## config.mk

```make
export PLATFORM = sky130hd
export DESIGN_NAME = ssb_ctrl
export DESIGN_NICKNAME = d
export VERILOG_FILES = /design/src/hw/rtl/subband_synthesis_bank_core_macros.svh /design/src/hw/rtl/ssb_pkg.sv /design/src/hw/rtl/ssb_ctrl.sv
export SDC_FILE = /design/constraint.sdc
export NUM_CORES = 1
export LEC_CHECK = 0
export BUFFER_PORTS_ARGS = -buffer_cell sky130_fd_sc_hd__buf_4
export CAP_MARGIN = 25
export CORE_MARGIN = 1
export CORE_UTILIZATION = 35
export CTS_CLUSTER_SIZE = 20
export DETAILED_ROUTE_END_ITERATION = 16
export SLEW_MARGIN = 25
export SYNTH_ARGS = -nofsm -noshare
export SYNTH_HDL_FRONTEND = slang
export SYNTH_SLANG_ARGS = --single-unit
```

## constraint.sdc

```tcl
create_clock -name i_clk -period 3.41 [get_ports i_clk]
set_clock_uncertainty 0.15 [all_clocks]
set_input_delay 0.682 -clock i_clk [delete_from_list [all_inputs] [get_ports i_clk]]
set_output_delay 0.682 -clock i_clk [all_outputs]
set_load 0.01 [all_outputs]
```

## src/hw/rtl/subband_synthesis_bank_core_macros.svh

```systemverilog
// ----------------------------------------------------------------------------
// Assertion macros for the subband synthesis bank.
// Concurrent assertion wrappers that drop out in synthesis.
// ----------------------------------------------------------------------------
`ifndef SUBBAND_SYNTHESIS_BANK_CORE_MACROS_SVH
`define SUBBAND_SYNTHESIS_BANK_CORE_MACROS_SVH
`ifndef SYNTHESIS
`define SSB_ASSERT_IMPL(label, clk, rst_n, prop) \
    label: assert property (@(posedge clk) disable iff (!rst_n) prop) \
        else $error("assertion failed");
`define SSB_ASSERT_NEVER(label, clk, rst_n, cond) \
    label: assert property (@(posedge clk) disable iff (!rst_n) !(cond)) \
        else $error("forbidden condition");
`else
`define SSB_ASSERT_IMPL(label, clk, rst_n, prop)
`define SSB_ASSERT_NEVER(label, clk, rst_n, cond)
`endif
`endif

```

## src/hw/rtl/ssb_pkg.sv

```systemverilog
// ----------------------------------------------------------------------------
// Subband synthesis bank package
// Shared constants and controller/datapath command and status types.
// ----------------------------------------------------------------------------
package ssb_pkg;
    localparam int BANDS_DEF = 16;
    localparam int TAPS_DEF  = 256;
    localparam int BAND_W    = 6;
    localparam int TAP_W     = 10;
    localparam int COEF_W    = 18;
    localparam int SAMP_W    = 24;
    localparam int ACC_W     = 64;
    localparam logic KIND_COEF   = 1'b0;
    localparam logic KIND_SAMPLE = 1'b1;

    typedef struct packed {
        logic clear_pend;
        logic shift_hist;
        logic clear_acc;
        logic mac_en;
        logic load_out;
        logic out_last;
    } t_dp_cmd;

    typedef struct packed {
        logic out_full;
    } t_dp_sts;
endpackage

```

## src/hw/rtl/ssb_ctrl.sv

```systemverilog
// ----------------------------------------------------------------------------
// Subband synthesis bank controller
// Sequences history shift, the MAC sweep per output and the result handoff.
// ----------------------------------------------------------------------------
module ssb_ctrl #(
    parameter int BANDS = ssb_pkg::BANDS_DEF,
    parameter int TAPS  = ssb_pkg::TAPS_DEF,
    parameter int BW    = (BANDS > 1) ? $clog2(BANDS) : 1,
    parameter int HD    = (TAPS + BANDS - 1) / BANDS,
    parameter int HW    = (HD > 1) ? $clog2(HD) : 1
) (
    input  logic               i_clk,
    input  logic               i_rst_n,
    input  logic               i_start,
    input  ssb_pkg::t_dp_sts   i_sts,
    output logic               o_busy,
    output ssb_pkg::t_dp_cmd   o_cmd,
    output logic [BW-1:0]      o_n,
    output logic [BW-1:0]      o_m,
    output logic [HW-1:0]      o_k,
    output logic               o_tap_ok
);
    import ssb_pkg::*;

    typedef enum logic [2:0] {S_IDLE, S_SHIFT, S_MAC, S_DRAIN, S_OUT} t_state;

    t_state        r_state;
    logic [BW-1:0] r_n, r_m;
    logic [HW-1:0] r_k;
    logic [1:0]    r_drain;
    logic [31:0]   w_tap;

    assign w_tap    = 32'(r_n) + 32'(r_k) * 32'(BANDS);
    assign o_tap_ok = (w_tap < 32'(TAPS));
    assign o_n = r_n;
    assign o_m = r_m;
    assign o_k = r_k;
    assign o_busy = (r_state != S_IDLE);

    always_comb begin
        o_cmd = '0;
        o_cmd.clear_pend = (r_state == S_SHIFT);
        o_cmd.shift_hist = (r_state == S_SHIFT);
        o_cmd.clear_acc  = (r_state == S_SHIFT) || (r_state == S_OUT && !i_sts.out_full);
        o_cmd.mac_en     = (r_state == S_MAC);
        o_cmd.load_out   = (r_state == S_OUT) && !i_sts.out_full;
        o_cmd.out_last   = (r_n == BW'(BANDS - 1));
    end

    always_ff @(posedge i_clk) begin
        if (!i_rst_n) begin
            r_state <= S_IDLE;
            r_n <= '0; r_m <= '0; r_k <= '0; r_drain <= '0;
        end else begin
            case (r_state)
                S_IDLE: begin
                    if (i_start) begin
                        r_m <= '0;
                        r_state <= S_SHIFT;
                    end
                end
                S_SHIFT: begin
                    if (r_m == BW'(BANDS - 1)) begin
                        r_n <= '0; r_m <= '0; r_k <= '0;
                        r_state <= S_MAC;
                    end else r_m <= r_m + 1'b1;
                end
                S_MAC: begin
                    if (r_k == HW'(HD - 1)) begin
                        r_k <= '0;
                        if (r_m == BW'(BANDS - 1)) begin
                            r_m <= '0;
                            r_drain <= '0;
                            r_state <= S_DRAIN;
                        end else r_m <= r_m + 1'b1;
                    end else r_k <= r_k + 1'b1;
                end
                S_DRAIN: begin
                    r_drain <= r_drain + 1'b1;
                    if (r_drain == 2'd2) r_state <= S_OUT;
                end
                S_OUT: begin
                    if (!i_sts.out_full) begin
                        if (r_n == BW'(BANDS - 1)) r_state <= S_IDLE;
                        else begin
                            r_n <= r_n + 1'b1;
                            r_state <= S_MAC;
                        end
                    end
                end
                default: r_state <= S_IDLE;
            endcase
        end
    end
endmodule

```

Word level (Yosys, flattened, before mapping)
Cells that the tools add are included.
{ "word_totals": {"ff_bits": 17, "inputBits": 4, "output_inout_bits": 20} }
{ "op_classes": {"magnitude_cmp": 1, "n_addsub": 5, "n_eq_ne": 15, "mux": 21, "n_reduce_logical": 14} }
{ "ops": {"columns": ["cell", "n"], "rows": [
  ["$mux 4", 7],
  ["$mux 3", 6],
  ["$pmux 4 s2", 2],
  ["$pmux 3 s5", 1],
  ["$add 4x1->4 const B", 3],
  ["$eq 4x4->1 const B", 3],
  ["$pmux 4 s3", 1],
  ["$add 4x8->9", 1],
  ["$lt 9x9->1 const B", 1],
  ["$ne 2x2->1 const B", 4],
  ["$eq 3x2->1 const B", 2],
  ["$mux 2", 3],
  ["$ne 2x1->1 const B", 3],
  ["$reduce_and 3->1", 2],
  ["$reduce_and 6->1", 1],
  ["$reduce_bool 2->1", 3],
  ["$reduce_bool 3->1", 2],
  ["$pmux 2 s2", 1],
  ["$reduce_and 4->1", 1],
  ["$eq 3x1->1 const B", 1],
  ["$eq 3x3->1 const B", 1],
  ["$logic_not 3->1", 1],
  ["$add 2x1->2 const B", 1],
  ["$eq 2x2->1 const B", 1],
  ["4 further kinds", 4]
]} }

Logic depth before layout (Yosys ltp)
{ "depth": {"depth_word": 4, "mapped_depth": 6} }

Worst setup path after synthesis
OpenSTA, ideal clock, no wires.
{ "synth_path": {"path_type": "flip-flop to output port", "from": "register r_state[0]", "to": "output port o_cmd[5] (netlist bit)", "stages_incl_launch_ff": 6, "path_buffers": 3, "slack_ps": 1424, "arrival_ps": 1154, "cell_sequence": "dfxtp_1 -> buf_6 -> clkbuf_1 -> nand2b_1 -> nor2_1 -> buf_4"} }
{ "synth_rtl": {"columns": ["item", "line", "text"], "rows": [
  ["start, declared", "ssb_ctrl.sv:27", "t_state r_state;"],
  ["start signal, assigned", "ssb_ctrl.sv:52", "r_state <= S_IDLE;"],
  ["start signal, assigned", "ssb_ctrl.sv:59", "r_state <= S_SHIFT;"],
  ["start signal, assigned", "ssb_ctrl.sv:65", "r_state <= S_MAC;"],
  ["end, declared", "ssb_ctrl.sv:17", "output ssb_pkg::t_dp_cmd o_cmd,"]
]} }

==> metrics.md <==
| Metric | Value |
|---|---|
| Setup Crit Path Kind | flop to output pin |
| Leak Pwr | 0.465 nW |
| Library cells used by synthesis | 39 |
| Tcrit/Tclk final | 0.768 |
| Setup ws final | 0.793 ns |
| Rows | 19 |
| Switching power | 0.0916 mW |
| Pre-CTS WS | 1.13 ns |
| Iteration-0 DRC Markers | 35 |
| Slew Viols, Final | 0 |
| Ant. Diodes | 0 |
| Combinational share of power | 0.095 |
| Hold Startpoint | r_drain[0]$_SDFFE_PN0P_ |
| Final Non-Filler Cells | around 170 |
| Post-Place Cells | 170 |
| RSZ-0062 raised after global routing | no |
| Drt first pass iters | 4 |
| Via density per instance | 5.52 |
| First-pass GRT wire length | roughly 3.7 mm |
| Max frequency | 382 MHz |
| Slew HR | 0.624 |
| Min-delay worst type | flop to flop |
| Fraction of registers with async set or reset after synthesis | 0 |
| Die W | 55.4 um |
| Placeable Area | 2730 um2 |
| Placer Congestion | about 0.90 |
| Detailed-route via count | 961 |
| Num CTS Buffers | 3 |
| Post-synthesis sequential area ratio | 0.340 |
| Max H-tree Level | 1 |
| PortBufs | 22 |
| GRT Total Usage | 0.155 |
| CTS clk-pin slew, worst paths | 0.10 ns |
| Flop pwr share | 0.586 |
| Critical Path Sink Type | output pin |
| Post-CTS Setup Bufs | 0 |
| Fill count | 287 |
| Initial core utilization | 0.366 |
| Maximum clock path buffer count | 2 |
| Worst-Skew Late Latency | 0.30 ns |
| Busiest grt layer | met2 |
| Mapped Cells | about 130 |
| Met2 usage | 0.258 |
| CP startpoint kind | flop |
| Max Cap Violations | 0 |
| Reg2Reg Depth | 4 |
| Critical Path Fanout Max | 16 |
| Setup tns final | 0 ns |
| I/O pin count | 24 |
| Die area | 3070 um2 |
| Internal power | approximately 0.26 mW |
| Final setup violation count | 0 |
| Root buffer cell | clkbuf_4 |
| Number of routed nets with antenna violations | 0 |
| Syn_nets | 133 |
| M1 GR Usage | 0.189 |
| Pin count of the biggest net entering global routing | 18 |
| Initial antenna violation count | 0 |
| TritonCTS clock tree | built |
| Worst r2r src | r_state[1]$_SDFFE_PN0P_ |
| Height of the die | 55.4 um |
| Worst path required time | 2.58 ns |
| Fraction of layout cells with a size suffix above 1 | 0.203 |
| Sw frac | 0.260 |
| Area delta synth->final | 18.5% |
| Synthesized cell area | 1000 um2 |
| DRC | 0 |
| Post-Route WL | between 2 and 2.5 mm |
| Syn_area_per_cell | 8.00 um2 |
| Placed instance area | around 1200 um2 |
| Synthesis-stage register bit count | 17 |
| Final total power | 0.352 mW |
| WHS Endpoint | r_drain[0]$_SDFFE_PN0P_ |
| Final instance area | 1180 um2 |
| Final hold violations | 0 |
| Cts hold-fix bufs | 0 |
| YS warnings | 0 |
| Clock network power share | 0.318 |
| Worst hold path stage count | 1 |
| Worst Max-Slew Pin Slew | 0.563 ns |
| Status | complete, no violations |
| Global route overflow | 0 |
| Post-synth top flop | dfxtp_1 |
| Peak VDD IR | 0.167 mV |
| CTS resizes | 0 |
| Register area | 340 um2 |
| Final net count | 152 |
| CTS sink count | 17 |
| DR WL/cell | 13.1 um |
| Data arrival, critical path | 1.79 ns |
| EDFF count, synth | 0 |
| Minimum clock period | 2.62 ns |
| Worst r2r dst | o_m[2]$_SDFFE_PN0P_ |
| Vias in the first global route | 871 |
| Multi-input logic area | 588 um2 |
| Pwr dens | 297 nW/um2 |
| Detailed Place HPWL | 1.67 mm |
| Flop-to-flop setup slack | 1.44 ns |
| Met3 Use GR | 0.0304 |
[power groups by stage]
stage / clock [mW] / combinational (mW) / sequential (mW)
after global placement: 0 / 0.0337 / 0.211
after global routing: 0.123 / 0.0372 / 0.207
final: 0.112 / 0.0336 / 0.207
after CTS: 0.113 / 0.0340 / 0.207
after floorplan: 0 / 0.0253 / 0.208
after detailed placement: 0 / 0.0339 / 0.211
[per-stage QoR]
step                      utilization  hold slack, ns
after global routing            0.433           0.335
after floorplan                     -           0.273
after detailed placement        0.424           0.289
after global placement          0.424           0.284
after CTS                       0.433           0.304
final                           0.433           0.301
[worst max path at each step]
stage / endpoint / cells after the start / from
2_1_floorplan: o_cmd[5] / 5 / r_state[0]$_SDFFE_PN0P_
3_3_place_gp: o_cmd[1] / 3 / r_state[2]$_SDFFE_PN0P_
3_5_place_dp: o_cmd[1] / 3 / r_state[2]$_SDFFE_PN0P_
4_1_cts: o_cmd[1] / 3 / r_state[2]$_SDFFE_PN0P_
5_1_grt: o_cmd[1] / 3 / r_state[2]$_SDFFE_PN0P_
6_report: o_cmd[1] / 3 / r_state[2]$_SDFFE_PN0P_
[final cells by class]
class	count	share of cell area
inverters	7	0.0222
flip-flops and latches	17	0.287
clock buffers	4	0.0222
well taps	31	0.0327
multi-input cells	93	0.496
repair buffers	22	0.139
[worst max-delay path, stage by stage, from the launching register on]
cell and delay (ns):
dfxtp_1 0.66, or3b_1 0.47, nor2_2 0.20, buf_4 0.16
[cell families after synthesis]
kind of cell,count (synthesis),share of synthesized area
compound gates,38,0.243
flops,17,0.340
buf+inv,15,0.0713
mux,2,0.0200
other cells,1,0.00375
simple gates,48,0.272
fa+ha+maj,4,0.0501
[state kept, by name, summed over array words and instances (netlist names)]
register and flops:
o_m 4, r_state 3, r_drain 2, o_n 4
o_k 4
[synthesized netlist by cell type (all sizes together) (2+ instances only)]
cell type   n  share of area
dfxtp      17           0.34
a21oi      15          0.075
nor2       15          0.059
o21ai       9          0.045
inv         6          0.023
nand3       6          0.030
clkbuf      5          0.019
ha          4          0.050
nand2       4          0.015
nor3        4          0.020
a31oi       3          0.019
a32o        3          0.030
buf         3          0.026
nand2b      3          0.019
and3        2          0.013
mux2i       2          0.020
nand3b      2          0.015
nand4b      2          0.018
nor2b       2          0.013
nor3b       2          0.026
or3         2          0.013
[cell usage in the layout, fill, tap and decap left out, drive strengths merged]
| master | count |
|---|---|
| nand2b | 3 |
| nand3 | 6 |
| or3b | 1 |
| or3 | 2 |
| clkbuf | 4 |
| o22ai | 1 |
| a2bb2oi | 1 |
| nor3b | 2 |
| a32oi | 1 |
| a32o | 3 |
| inv | 6 |
| or4b | 1 |
| nand4 | 1 |
| o21a | 1 |
| o211ai | 1 |
| buf | 22 |
| a311oi | 1 |
| nor3 | 4 |
| dfxtp | 17 |
| ha | 4 |
| nand3b | 2 |
| conb | 1 |
| o21ai | 9 |
| or2b | 1 |
| nand4b | 2 |
| and3 | 2 |
| mux2i | 2 |
| o21bai | 1 |
| clkinv | 1 |
| nor2b | 2 |
| nand2 | 4 |
| nor2 | 15 |
| a21oi | 15 |
| a211oi | 1 |
| a31oi | 3 |
[routing by layer]
metal	vias up	wire, um
li1	487	-
met1	437	1120
met2	28	1030
met3	9	89
met4	0	47
met5	-	0
Note: power is estimated with default switching activity, not from simulation.
